## src/hw/rtl/etf_pkg.sv

```systemverilog
// Shared types and constants for the escape-time fractal pixel engine.
// No dependencies; imported by the channel interfaces and the top level.
package etf_pkg;

  localparam int CW         = 32;             // coordinate and register width
  localparam int FRAC_BITS  = 28;             // Q4.28 fixed point
  localparam int SUM_W      = 40;             // headroom for sums before saturation
  localparam int MUL_W      = CW + 1;         // multiplier operand width
  localparam int PROD_W     = 64;             // kept product width
  localparam int POS_W      = 10;
  localparam int CNT_W      = 10;
  localparam int COLOR_W    = 24;
  localparam int SPAN_PIXELS = 1024;          // must be a power of two
  localparam int SPAN_SHIFT  = $clog2(SPAN_PIXELS);
  localparam int DIV_W      = CNT_W + 8;      // count * 255 fits here
  localparam int DIV_CNT_W  = $clog2(DIV_W);
  localparam int CFG_IDX_W  = 3;

  localparam logic signed [SUM_W-1:0] ESC_BOUND = SUM_W'(4) <<< FRAC_BITS;
  localparam logic [7:0] CHAN_MAX = 8'd255;

  typedef enum logic [CFG_IDX_W-1:0] {
    REG_ITER_LIMIT = 3'd0,
    REG_SET_SELECT = 3'd1,
    REG_JULIA_RE   = 3'd2,
    REG_JULIA_IM   = 3'd3,
    REG_RE_MIN     = 3'd4,
    REG_RE_MAX     = 3'd5,
    REG_IM_MIN     = 3'd6,
    REG_IM_MAX     = 3'd7
  } cfg_reg_t;

  typedef enum logic [3:0] {
    S_IDLE,
    S_MAP_RE,
    S_MAP_IM,
    S_INIT,
    S_SQ_R,
    S_SQ_I,
    S_CHECK,
    S_STEP,
    S_DIV,
    S_EMIT
  } etf_state_t;

  // Clamp a wide signed sum to the signed 32-bit range.
  function automatic logic signed [CW-1:0] sat32(input logic signed [SUM_W-1:0] v);
    logic signed [SUM_W-1:0] hi;
    logic signed [SUM_W-1:0] lo;
    hi = SUM_W'({1'b0, {(CW-1){1'b1}}});
    lo = -hi - SUM_W'(1);
    if (v > hi) begin
      return {1'b0, {(CW-1){1'b1}}};
    end else if (v < lo) begin
      return {1'b1, {(CW-1){1'b0}}};
    end
    return v[CW-1:0];
  endfunction

endpackage

```

## src/hw/rtl/etf_pixel_if.sv

```systemverilog
// Input channel carrying one pixel position per word.
// Depends on etf_pkg for field widths.
interface etf_pixel_if
  import etf_pkg::*;
();
  logic             valid;
  logic             ready;
  logic [POS_W-1:0] pixel_col;
  logic [POS_W-1:0] pixel_row;

  modport source (output valid, output pixel_col, output pixel_row, input ready);
  modport sink   (input valid, input pixel_col, input pixel_row, output ready);
endinterface

```

## src/hw/rtl/etf_result_if.sv

```systemverilog
// Output channel carrying the evaluated pixel: position echo, count and color.
// Depends on etf_pkg for field widths.
interface etf_result_if
  import etf_pkg::*;
();
  logic               valid;
  logic               ready;
  logic [POS_W-1:0]   out_col;
  logic [POS_W-1:0]   out_row;
  logic [CNT_W-1:0]   escape_count;
  logic [COLOR_W-1:0] pixel_color;

  modport source (output valid, output out_col, output out_row, output escape_count,
                  output pixel_color, input ready);
  modport sink   (input valid, input out_col, input out_row, input escape_count,
                  input pixel_color, output ready);
endinterface

```

## src/hw/rtl/escape_time_fractal_pixel.sv

```systemverilog
// Escape-time fractal pixel engine (Mandelbrot or Julia), Q4.28 fixed point.
// Depends on etf_pkg, etf_pixel_if and etf_result_if.
//
// Usage: a pixel word (pixel_col, pixel_row) enters on the pixel channel;
// one result word (out_col, out_row, escape_count, pixel_color) leaves on the
// result channel. Both use valid/ready; a word moves when both are high.
// Registers are written through cfg_we / cfg_index / cfg_wdata, one per cycle;
// the user must write them only while no pixel is in flight; nothing checks it.
//
// Datapath: one 33x33 signed multiplier, registered, serves every product.
// Mapping the position comes first, then setup, then the iterations (cross
// product, step, two squares with the escape test), and an escaped pixel is
// colored by a bit-serial divider. The result is then loaded into the output
// register; the engine returns to idle and can accept the next pixel.
// pixel.ready is high only while idle.
// The result sits in an output register; the next pixel is accepted while it
// waits, and a pixel that finishes before the receiver takes the previous
// word holds until the register frees up.
// Reset (rst, synchronous) returns the registers to their defaults
// (limit 100, Mandelbrot, window -2..2) and empties the pipeline.
module escape_time_fractal_pixel
  import etf_pkg::*;
(
  input  logic                 clk,
  input  logic                 rst,
  etf_pixel_if.sink            pixel,
  etf_result_if.source         result,
  input  logic                 cfg_we,
  input  logic [CFG_IDX_W-1:0] cfg_index,
  input  logic [CW-1:0]        cfg_wdata
);

  // Configuration registers
  logic [CNT_W-1:0]     iter_limit;
  logic                 set_select;
  logic signed [CW-1:0] julia_re;
  logic signed [CW-1:0] julia_im;
  logic signed [CW-1:0] re_min;
  logic signed [CW-1:0] re_max;
  logic signed [CW-1:0] im_min;
  logic signed [CW-1:0] im_max;

  always_ff @(posedge clk) begin
    if (rst) begin
      iter_limit <= CNT_W'(100);
      set_select <= 1'b1;
      julia_re   <= '0;
      julia_im   <= '0;
      re_min     <= -(CW'(1) <<< (FRAC_BITS + 1));
      re_max     <=  (CW'(1) <<< (FRAC_BITS + 1));
      im_min     <= -(CW'(1) <<< (FRAC_BITS + 1));
      im_max     <=  (CW'(1) <<< (FRAC_BITS + 1));
    end else if (cfg_we) begin
      unique case (cfg_reg_t'(cfg_index))
        REG_ITER_LIMIT: iter_limit <= cfg_wdata[CNT_W-1:0];
        REG_SET_SELECT: set_select <= cfg_wdata[0];
        REG_JULIA_RE:   julia_re   <= cfg_wdata;
        REG_JULIA_IM:   julia_im   <= cfg_wdata;
        REG_RE_MIN:     re_min     <= cfg_wdata;
        REG_RE_MAX:     re_max     <= cfg_wdata;
        REG_IM_MIN:     im_min     <= cfg_wdata;
        REG_IM_MAX:     im_max     <= cfg_wdata;
        default: ;
      endcase
    end
  end

  // Sequencer
  etf_state_t state, state_next;

  logic [POS_W-1:0]       col, row;
  logic signed [CW-1:0]   point_re;
  logic signed [CW-1:0]   zr, zi, cre, cim;
  logic signed [SUM_W-1:0] sqr, sqi;
  logic [CNT_W-1:0]       n;
  logic                   stepped;
  logic signed [PROD_W-1:0] prod;
  logic [CNT_W-1:0]       div_rem;
  logic [DIV_W-1:0]       div_num;
  logic [DIV_CNT_W-1:0]   div_cnt;
  logic [CNT_W-1:0]       res_count;
  logic [COLOR_W-1:0]     res_color;
  logic                   out_valid;

  // Shared multiplier: operands picked by state, product registered
  logic signed [MUL_W-1:0]   mul_a, mul_b;
  logic signed [2*MUL_W-1:0] mul_full;

  always_comb begin
    mul_a = '0;
    mul_b = '0;
    unique case (state)
      S_MAP_RE: begin
        mul_a = signed'({{(MUL_W-POS_W){1'b0}}, col});
        mul_b = {re_max[CW-1], re_max} - {re_min[CW-1], re_min};
      end
      S_MAP_IM: begin
        mul_a = signed'({{(MUL_W-POS_W){1'b0}}, row});
        mul_b = {im_max[CW-1], im_max} - {im_min[CW-1], im_min};
      end
      S_SQ_R: begin
        mul_a = {zr[CW-1], zr};
        mul_b = {zr[CW-1], zr};
      end
      S_SQ_I: begin
        mul_a = {zi[CW-1], zi};
        mul_b = {zi[CW-1], zi};
      end
      S_CHECK: begin
        mul_a = {zr[CW-1], zr};
        mul_b = {zi[CW-1], zi};
      end
      default: ;
    endcase
  end

  assign mul_full = mul_a * mul_b;

  always_ff @(posedge clk) begin
    prod <= mul_full[PROD_W-1:0];
  end

  // Position map: min + trunc(pos*range / SPAN_PIXELS), saturated
  logic signed [PROD_W-1:0] map_adj, map_shr;
  logic signed [SUM_W-1:0]  map_t;
  logic signed [CW-1:0]     map_lo;
  logic signed [CW-1:0]     map_val;

  always_comb begin
    map_lo  = (state == S_MAP_IM) ? re_min : im_min;
    map_adj = prod + ((prod < 0) ? PROD_W'(SPAN_PIXELS - 1) : PROD_W'(0));
    map_shr = map_adj >>> SPAN_SHIFT;
    map_t   = map_shr[SUM_W-1:0];
    map_val = sat32(map_t + SUM_W'(map_lo));
  end

  // Iteration arithmetic
  logic signed [PROD_W-1:0] sq_shr, cr_shr;
  logic signed [SUM_W-1:0]  sq_now, cr_now;
  logic signed [CW-1:0]     zr_next, zi_next;
  logic                     escaped;
  logic [CNT_W-1:0]         n_cur;
  logic                     at_limit;

  always_comb begin
    sq_shr   = prod >>> FRAC_BITS;
    cr_shr   = prod >>> (FRAC_BITS - 1);
    sq_now   = sq_shr[SUM_W-1:0];
    cr_now   = cr_shr[SUM_W-1:0];
    zr_next  = sat32(sqr - sqi + SUM_W'(cre));
    zi_next  = sat32(cr_now + SUM_W'(cim));
    escaped  = stepped && ((sqr + sq_now) > ESC_BOUND);
    n_cur    = stepped ? n + CNT_W'(1) : n;
    at_limit = (n_cur == iter_limit);
  end

  // Restoring divider step for v = n*255 / limit
  logic [CNT_W:0]     div_trial;
  logic               div_ge;
  logic [CNT_W-1:0]   div_rem_next;
  logic [DIV_W-1:0]   div_num_next;
  logic [7:0]         v;
  logic [15:0]        v_sq;
  logic [COLOR_W-1:0] color_calc;

  always_comb begin
    div_trial    = {div_rem, div_num[DIV_W-1]};
    div_ge       = (div_trial >= {1'b0, iter_limit});
    div_rem_next = div_ge ? CNT_W'(div_trial - {1'b0, iter_limit}) : div_trial[CNT_W-1:0];
    div_num_next = {div_num[DIV_W-2:0], div_ge};
    v            = div_num_next[7:0];
    v_sq         = v * v;
    color_calc   = {v, 16'b0} | {v_sq, 8'b0} | {16'b0, CHAN_MAX - v};
  end

  logic emit_ok;
  assign emit_ok = !out_valid || result.ready;

  always_comb begin
    state_next = state;
    unique case (state)
      S_IDLE:   if (pixel.valid) state_next = S_MAP_RE;
      S_MAP_RE: state_next = S_MAP_IM;
      S_MAP_IM: state_next = S_INIT;
      S_INIT:   state_next = S_SQ_R;
      S_SQ_R:   state_next = S_SQ_I;
      S_SQ_I:   state_next = S_CHECK;
      S_CHECK: begin
        if (escaped) begin
          state_next = S_DIV;
        end else if (at_limit) begin
          state_next = S_EMIT;
        end else begin
          state_next = S_STEP;
        end
      end
      S_STEP:   state_next = S_SQ_R;
      S_DIV:    if (div_cnt == '0) state_next = S_EMIT;
      S_EMIT:   if (emit_ok) state_next = S_IDLE;
      default:  state_next = S_IDLE;
    endcase
  end

  always_ff @(posedge clk) begin
    if (rst) begin
      state <= S_IDLE;
    end else begin
      state <= state_next;
    end
  end

  assign pixel.ready = (state == S_IDLE);

  // Datapath registers
  always_ff @(posedge clk) begin
    case (state)
      S_IDLE: begin
        col <= pixel.pixel_col;
        row <= pixel.pixel_row;
      end
      S_MAP_IM: point_re <= map_val;
      S_INIT: begin
        // Mandelbrot: z = 0, c = point. Julia: z = point, c = constant.
        zr      <= set_select ? '0 : point_re;
        zi      <= set_select ? '0 : map_val;
        cre     <= set_select ? point_re : julia_re;
        cim     <= set_select ? map_val : julia_im;
        n       <= '0;
        stepped <= 1'b0;
      end
      S_SQ_I: sqr <= sq_now;
      S_CHECK: begin
        sqi     <= sq_now;
        div_rem <= '0;
        div_cnt <= DIV_CNT_W'(DIV_W - 1);
        if (!escaped) begin
          n <= n_cur;
        end
        div_num   <= {n, 8'b0} - {8'b0, n};
        res_count <= escaped ? n : n_cur;
        res_color <= '0;
      end
      S_STEP: begin
        zr      <= zr_next;
        zi      <= zi_next;
        stepped <= 1'b1;
      end
      S_DIV: begin
        div_rem <= div_rem_next;
        div_num <= div_num_next;
        div_cnt <= div_cnt - DIV_CNT_W'(1);
        if (div_cnt == '0) begin
          res_color <= color_calc;
        end
      end
      default: ;
    endcase
  end

  // Output register
  always_ff @(posedge clk) begin
    if (rst) begin
      out_valid <= 1'b0;
    end else if (state == S_EMIT && emit_ok) begin
      out_valid <= 1'b1;
    end else if (result.ready) begin
      out_valid <= 1'b0;
    end
  end

  always_ff @(posedge clk) begin
    if (state == S_EMIT && emit_ok) begin
      result.out_col      <= col;
      result.out_row      <= row;
      result.escape_count <= res_count;
      result.pixel_color  <= res_color;
    end
  end

  assign result.valid = out_valid;

  // Checks
  a_count_in_range: assert property (@(posedge clk) disable iff (rst)
    result.valid |-> result.escape_count <= iter_limit)
    else $error("escape count above iteration limit");

  a_black_at_limit: assert property (@(posedge clk) disable iff (rst)
    (result.valid && result.escape_count == iter_limit) |-> result.pixel_color == '0)
    else $error("pixel at limit not black");

  a_step_below_limit: assert property (@(posedge clk) disable iff (rst)
    (state == S_STEP) |-> n < iter_limit)
    else $error("iteration step past the limit");

  a_div_remainder: assert property (@(posedge clk) disable iff (rst)
    (state == S_DIV) |-> div_rem < iter_limit)
    else $error("divider remainder out of range");

endmodule
```

## src/flat_wrapper.sv

```systemverilog
// flat-port wrapper written by rule: the top's interface ports become plain ports
module escape_time_fractal_pixel_flat import etf_pkg::*;
  (clk, rst, cfg_we, cfg_index, cfg_wdata, pixel_valid, pixel_pixel_col, pixel_pixel_row, pixel_ready, result_valid, result_out_col, result_out_row, result_escape_count, result_pixel_color, result_ready);
  etf_pixel_if pixel_i ();
  etf_result_if result_i ();
  input  logic clk;
  input  logic rst;
  input  logic cfg_we;
  input  logic [CFG_IDX_W-1:0] cfg_index;
  input  logic [CW-1:0] cfg_wdata;
  input wire logic [$bits(pixel_i.valid)-1:0] pixel_valid;
  input wire logic [$bits(pixel_i.pixel_col)-1:0] pixel_pixel_col;
  input wire logic [$bits(pixel_i.pixel_row)-1:0] pixel_pixel_row;
  output wire logic [$bits(pixel_i.ready)-1:0] pixel_ready;
  output wire logic [$bits(result_i.valid)-1:0] result_valid;
  output wire logic [$bits(result_i.out_col)-1:0] result_out_col;
  output wire logic [$bits(result_i.out_row)-1:0] result_out_row;
  output wire logic [$bits(result_i.escape_count)-1:0] result_escape_count;
  output wire logic [$bits(result_i.pixel_color)-1:0] result_pixel_color;
  input wire logic [$bits(result_i.ready)-1:0] result_ready;
  assign pixel_i.valid = pixel_valid;
  assign pixel_i.pixel_col = pixel_pixel_col;
  assign pixel_i.pixel_row = pixel_pixel_row;
  assign pixel_ready = pixel_i.ready;
  assign result_valid = result_i.valid;
  assign result_out_col = result_i.out_col;
  assign result_out_row = result_i.out_row;
  assign result_escape_count = result_i.escape_count;
  assign result_pixel_color = result_i.pixel_color;
  assign result_i.ready = result_ready;
  escape_time_fractal_pixel u_core (.clk(clk), .rst(rst), .pixel(pixel_i), .result(result_i), .cfg_we(cfg_we), .cfg_index(cfg_index), .cfg_wdata(cfg_wdata));
endmodule
```

## config.mk

```make
export PLATFORM = sky130hd
export DESIGN_NAME = escape_time_fractal_pixel_flat
export DESIGN_NICKNAME = d
export VERILOG_FILES = /design/src/hw/rtl/etf_pkg.sv /design/src/hw/rtl/etf_pixel_if.sv /design/src/hw/rtl/etf_result_if.sv /design/src/hw/rtl/escape_time_fractal_pixel.sv /design/src/flat_wrapper.sv
export SDC_FILE = /design/constraint.sdc
export NUM_CORES = 2
export LEC_CHECK = 0
export BUFFER_PORTS_ARGS = -buffer_cell sky130_fd_sc_hd__buf_4
export CAP_MARGIN = 10
export CORE_MARGIN = 1
export CORE_UTILIZATION = 61
export DETAILED_ROUTE_END_ITERATION = 7
export PLACE_DENSITY = 0.78
export RECOVER_POWER = 50
export SLEW_MARGIN = 20
export SYNTH_ARGS = -nofsm -noshare
export SYNTH_HDL_FRONTEND = slang
export SYNTH_SLANG_ARGS = --single-unit
```

## constraint.sdc

```tcl
create_clock -name clk -period 29.8 [get_ports clk]
set_clock_uncertainty 0.05 [all_clocks]
set_input_delay 1.49 -clock clk [delete_from_list [all_inputs] [get_ports clk]]
set_output_delay 1.49 -clock clk [all_outputs]
set_load 0.02 [all_outputs]
```

==> impl_summary.log <==
[metrics] run status: finished, violations left
[metrics] violations in the final reports: max-capacitance violations, max-slew violations
[metrics] number of ports placed on the die boundary: 116
[metrics] worst flop-to-flop path endpoint: u_core.prod[63]
[metrics] Setup Viol. Count Final: 0
[metrics] Placeable Area: 126,000 um^2
[metrics] Post-DP HPWL: 200 mm
[metrics] CTS tree: yes
[metrics] die height: 358 um
[metrics] cells after synthesis: 8,520
[metrics] Final Max Tran Viols: 498
[metrics] die boundary width: 358 um
[metrics] input/output buffers: 114
[metrics] sequential fraction of the synthesis area: 0.219
[metrics] count of cells along the worst hold path: 0
[metrics] detailed-route via count: 63,800
[metrics] clock slew seen by the registers of the worst setup and hold paths: 0.07 ns
[metrics] post-CTS repair timing setup buffer count: 0
[metrics] basic-gate share of the synthesized area counting and, or, nand and nor cells: 0.146
[metrics] footprint of the multi-input gates: 53,900 um^2
[metrics] final total negative setup slack: 0 ns
[metrics] standby leakage power: 0.0371 uW
[metrics] final worst-path cycle share: 0.536
[metrics] Max-slew headroom: -3.08
[metrics] wire length of the first global-routing pass: 391 mm
[metrics] ratio of cells with drive above 1 in the final layout: 0.0550
[metrics] Placer Congestion: 1.01
[metrics] area share of fa/ha/maj cells after synthesis: 0.381
[metrics] number of flip-flops and latches in the synthesized netlist: 654
[metrics] slew of the pin with the lowest slew margin: 6.12 ns
[metrics] Crit path arrival time: 16.46 ns
[metrics] placed inst area: 79,900 um^2
[metrics] maximum clock rate: 62.6 MHz
[metrics] Critical-path top delay cell: sky130_fd_sc_hd__clkinvlp_2
[metrics] startpoint kind of the worst setup timing path: register
[metrics] Setup CP Type: reg2reg
[metrics] number of antenna violations at the first check in global routing: 14
[metrics] initial core utilization: 0.615
[metrics] most frequent cells in the layout: 1,551 x sky130_fd_sc_hd__nand2_1, 1,365 x sky130_fd_sc_hd__inv_1, 1,171 x sky130_fd_sc_hd__fa_1
[metrics] # H-tree levels: 3
[metrics] post-synth top area cell: sky130_fd_sc_hd__fa_1
[metrics] Num CTS Buffers: 69
[metrics] pin count of the biggest net entering global routing: 123
[metrics] top area cells in the synthesized netlist: sky130_fd_sc_hd__fa_1 30%, sky130_fd_sc_hd__edfxtp_1 15%, sky130_fd_sc_hd__ha_1 7.8%
[metrics] largest family of logic cells by synthesized area: adder cells
[metrics] library cells used by synthesis: 98
[metrics] number of synthesized flops with an enable pin: 382
[metrics] share of the synthesized area in the top cell type: 0.304
[metrics] area growth from synthesis to layout: 6.26%
[metrics] vias per std cell: 6.30
[metrics] warnings from Yosys: 0
[metrics] maximum buffer depth of the clock tree: 3
[metrics] Overflow after GRT: 0
[metrics] post-route cell area: 82,100 um^2
[metrics] Setup Slack @ Placement: 17.82 ns
[metrics] post-cts repair resize count: 0
[metrics] most frequent cell on the critical path: sky130_fd_sc_hd__fa_1
[metrics] total wire length after detailed routing: 258 mm
[metrics] Slowest Stage Delay on Critical Path: 3.01 ns
[metrics] Worst Path Max Fanout: 55
[metrics] nets in the synthesized netlist: 10,200
[metrics] reg-to-reg startpoint: u_core.state[0]
[metrics] vias in the first global route: 64,500
[metrics] die outline area: 128,000 um^2
[metrics] Post-Synthesis Cell Area: 77,300 um^2
[metrics] cell row count: 130
[metrics] unrepaired setup endpoints after global routing: no
[metrics] Hold Crit Endpoint: u_core.result.pixel_color[19]
[metrics] cell chosen for the clock root: sky130_fd_sc_hd__clkbuf_16
[metrics] average wire per standard cell: 25.5 um
[metrics] mux cell area share after synthesis: 0.00756
[metrics] count of filler cells inserted in the layout: 10,300
[metrics] endpoint class of the critical path: register
[metrics] data required time at the worst endpoint: 30.28 ns
[metrics] reg2reg path depth: 29
[metrics] total track usage: 0.410
[metrics] final critical-path required period: 15.98 ns
[metrics] number of sinks on the clock net: 654
[metrics] final hold violation count: 0
[metrics] most common cell after layout, fill and taps aside: sky130_fd_sc_hd__nand2_1
[metrics] share of synthesized flip-flops with an asynchronous set or reset: 0
[metrics] fraction of the mapped netlist area in compound gates: 0.125
[metrics] xor and xnor area share after synthesis: 0.0342
[metrics] cell area power density: 103 nW/um^2
[metrics] startpoint of the worst hold path: u_core.res_color[19]
[metrics] setup slack after layout: 13.82 ns
[metrics] Synth Area per Inst: 9.07 um^2
[metrics] maximum vdd ir drop: 0.108 mV
[metrics] antenna viol nets, final: 0
[metrics] FF/Latch Area: 16,900 um^2
[metrics] main flop type after synthesis: sky130_fd_sc_hd__edfxtp_1
[metrics] Initial DRC Count: 7,367
[metrics] worst min-delay path class: reg2reg
[metrics] number of buffers added to fix hold violations after cts: 0
[metrics] number of nets at the end of the flow: 10,100
[metrics] max capacitance violation total: 9
[metrics] DRC violation count after routing: 0
[metrics] slack of the worst reg-to-reg path: 13.82 ns
[metrics] clock network latency to the later pin of the worst-skew pair: 0.68 ns
[metrics] number of search-and-repair iterations in the first detailed-routing pass: 7
[per-layer routing]
metal	track usage	wire length, um
met1	0.536	96500
met2	0.619	114000
met3	0.0996	29100
met4	0.248	19000
met5	0	150
[sequential cells by signal, indices dropped and copies added (netlist names), 18 cells and up]
| signal | cells |
|---|---|
| u_core.re_max | 32 |
| u_core.im_min | 32 |
| u_core.julia_re | 32 |
| u_core.sqi | 36 |
| u_core.res_color | 23 |
| u_core.div_num | 18 |
| u_core.sqr | 36 |
| u_core.cre | 32 |
| u_core.re_min | 32 |
| u_core.cim | 32 |
| u_core.zi | 32 |
| u_core.zr | 32 |
| u_core.im_max | 32 |
| u_core.result.pixel_color | 23 |
| u_core.julia_im | 32 |
| u_core.point_re | 32 |
| u_core.prod | 64 |
[report_power, final]
group          switching [uW]  internal (uW)
Clock                     405            503
Sequential                169           1220
Combinational            3990           2130
Total                    4560           3850
[through the flow]
step / power, uW / hold slack, ns / util / std cells
after global placement: 7230 / 0.352 / 0.636 / 10000
after global routing: 9000 / 0.370 / 0.654 / 10100
after floorplan: 5380 / 0.350 / - / 8520
final: 8420 / 0.363 / 0.654 / 10100
after CTS: 8310 / 0.361 / 0.655 / 10100
after detailed placement: 7330 / 0.355 / 0.636 / 10000
[cell type report]
type,instances,area share
Timing Repair Buffer,242,0.0211
Tap cell,1650,0.0251
Antenna cell,1,0.0000305
Inverter,1367,0.0625
Clock inverter,31,0.00323
Sequential cell,654,0.206
Clock buffer,96,0.0249
Multi-Input combinational cell,6094,0.657
[logic make-up (layout without fill, tap and decap cells)]
| group | after synthesis | count (layout) |
|---|---|---|
| mux | 53 | 53 |
| buf+inv | 1772 | 1736 |
| flops | 654 | 654 |
| fa+ha+maj | 1651 | 1651 |
| simple gates | 2605 | 2605 |
| xor+xnor | 300 | 300 |
| compound gates | 1484 | 1484 |
| other cells | 1 | 2 |
[how the worst max path moves through the flow]
stage	cells past startpoint	slack, ns	from	to
2_1_floorplan	39	19.09	u_core.state[3]	u_core.prod[63]
5_1_grt	29	13.75	u_core.state[0]	u_core.prod[63]
3_3_place_gp	39	18.07	u_core.im_min[1]	u_core.prod[63]
6_report	29	13.82	u_core.state[0]	u_core.prod[63]
3_5_place_dp	31	17.82	u_core.state[2]	u_core.prod[63]
4_1_cts	31	17.76	u_core.state[2]	u_core.prod[63]
[cells in the mapped netlist (48+ instances only)]
library cell / n
sky130_fd_sc_hd__fa_1: 1172
sky130_fd_sc_hd__nand4_1: 53
sky130_fd_sc_hd__nand3_1: 86
sky130_fd_sc_hd__nor2_1: 407
sky130_fd_sc_hd__nand2b_1: 79
sky130_fd_sc_hd__edfxtp_1: 382
sky130_fd_sc_hd__o21bai_1: 48
sky130_fd_sc_hd__o21a_1: 63
sky130_fd_sc_hd__xnor2_1: 188
sky130_fd_sc_hd__clkbuf_1: 358
sky130_fd_sc_hd__dfxtp_1: 272
sky130_fd_sc_hd__nand2_1: 1553
sky130_fd_sc_hd__a21o_1: 111
sky130_fd_sc_hd__ha_1: 479
sky130_fd_sc_hd__nor3_1: 90
sky130_fd_sc_hd__o21ai_0: 260
sky130_fd_sc_hd__o211ai_1: 65
sky130_fd_sc_hd__and2_1: 118
sky130_fd_sc_hd__xor2_1: 111
sky130_fd_sc_hd__a21oi_1: 506
sky130_fd_sc_hd__inv_1: 1366
[worst max-delay path: cells and delay by family, from the launching register on]
family | cells | cell delay (ns)
AOI/OAI and AO/OA | 7 | 4.24
and+or+nand+nor | 6 | 1.02
buffers and inverters | 6 | 4.87
DFF | 1 | 0.51
adders and majority gates | 9 | 4.97
xor gates and xnor gates | 1 | 0.13
No activity file was read; power rests on OpenSTA's default activity.
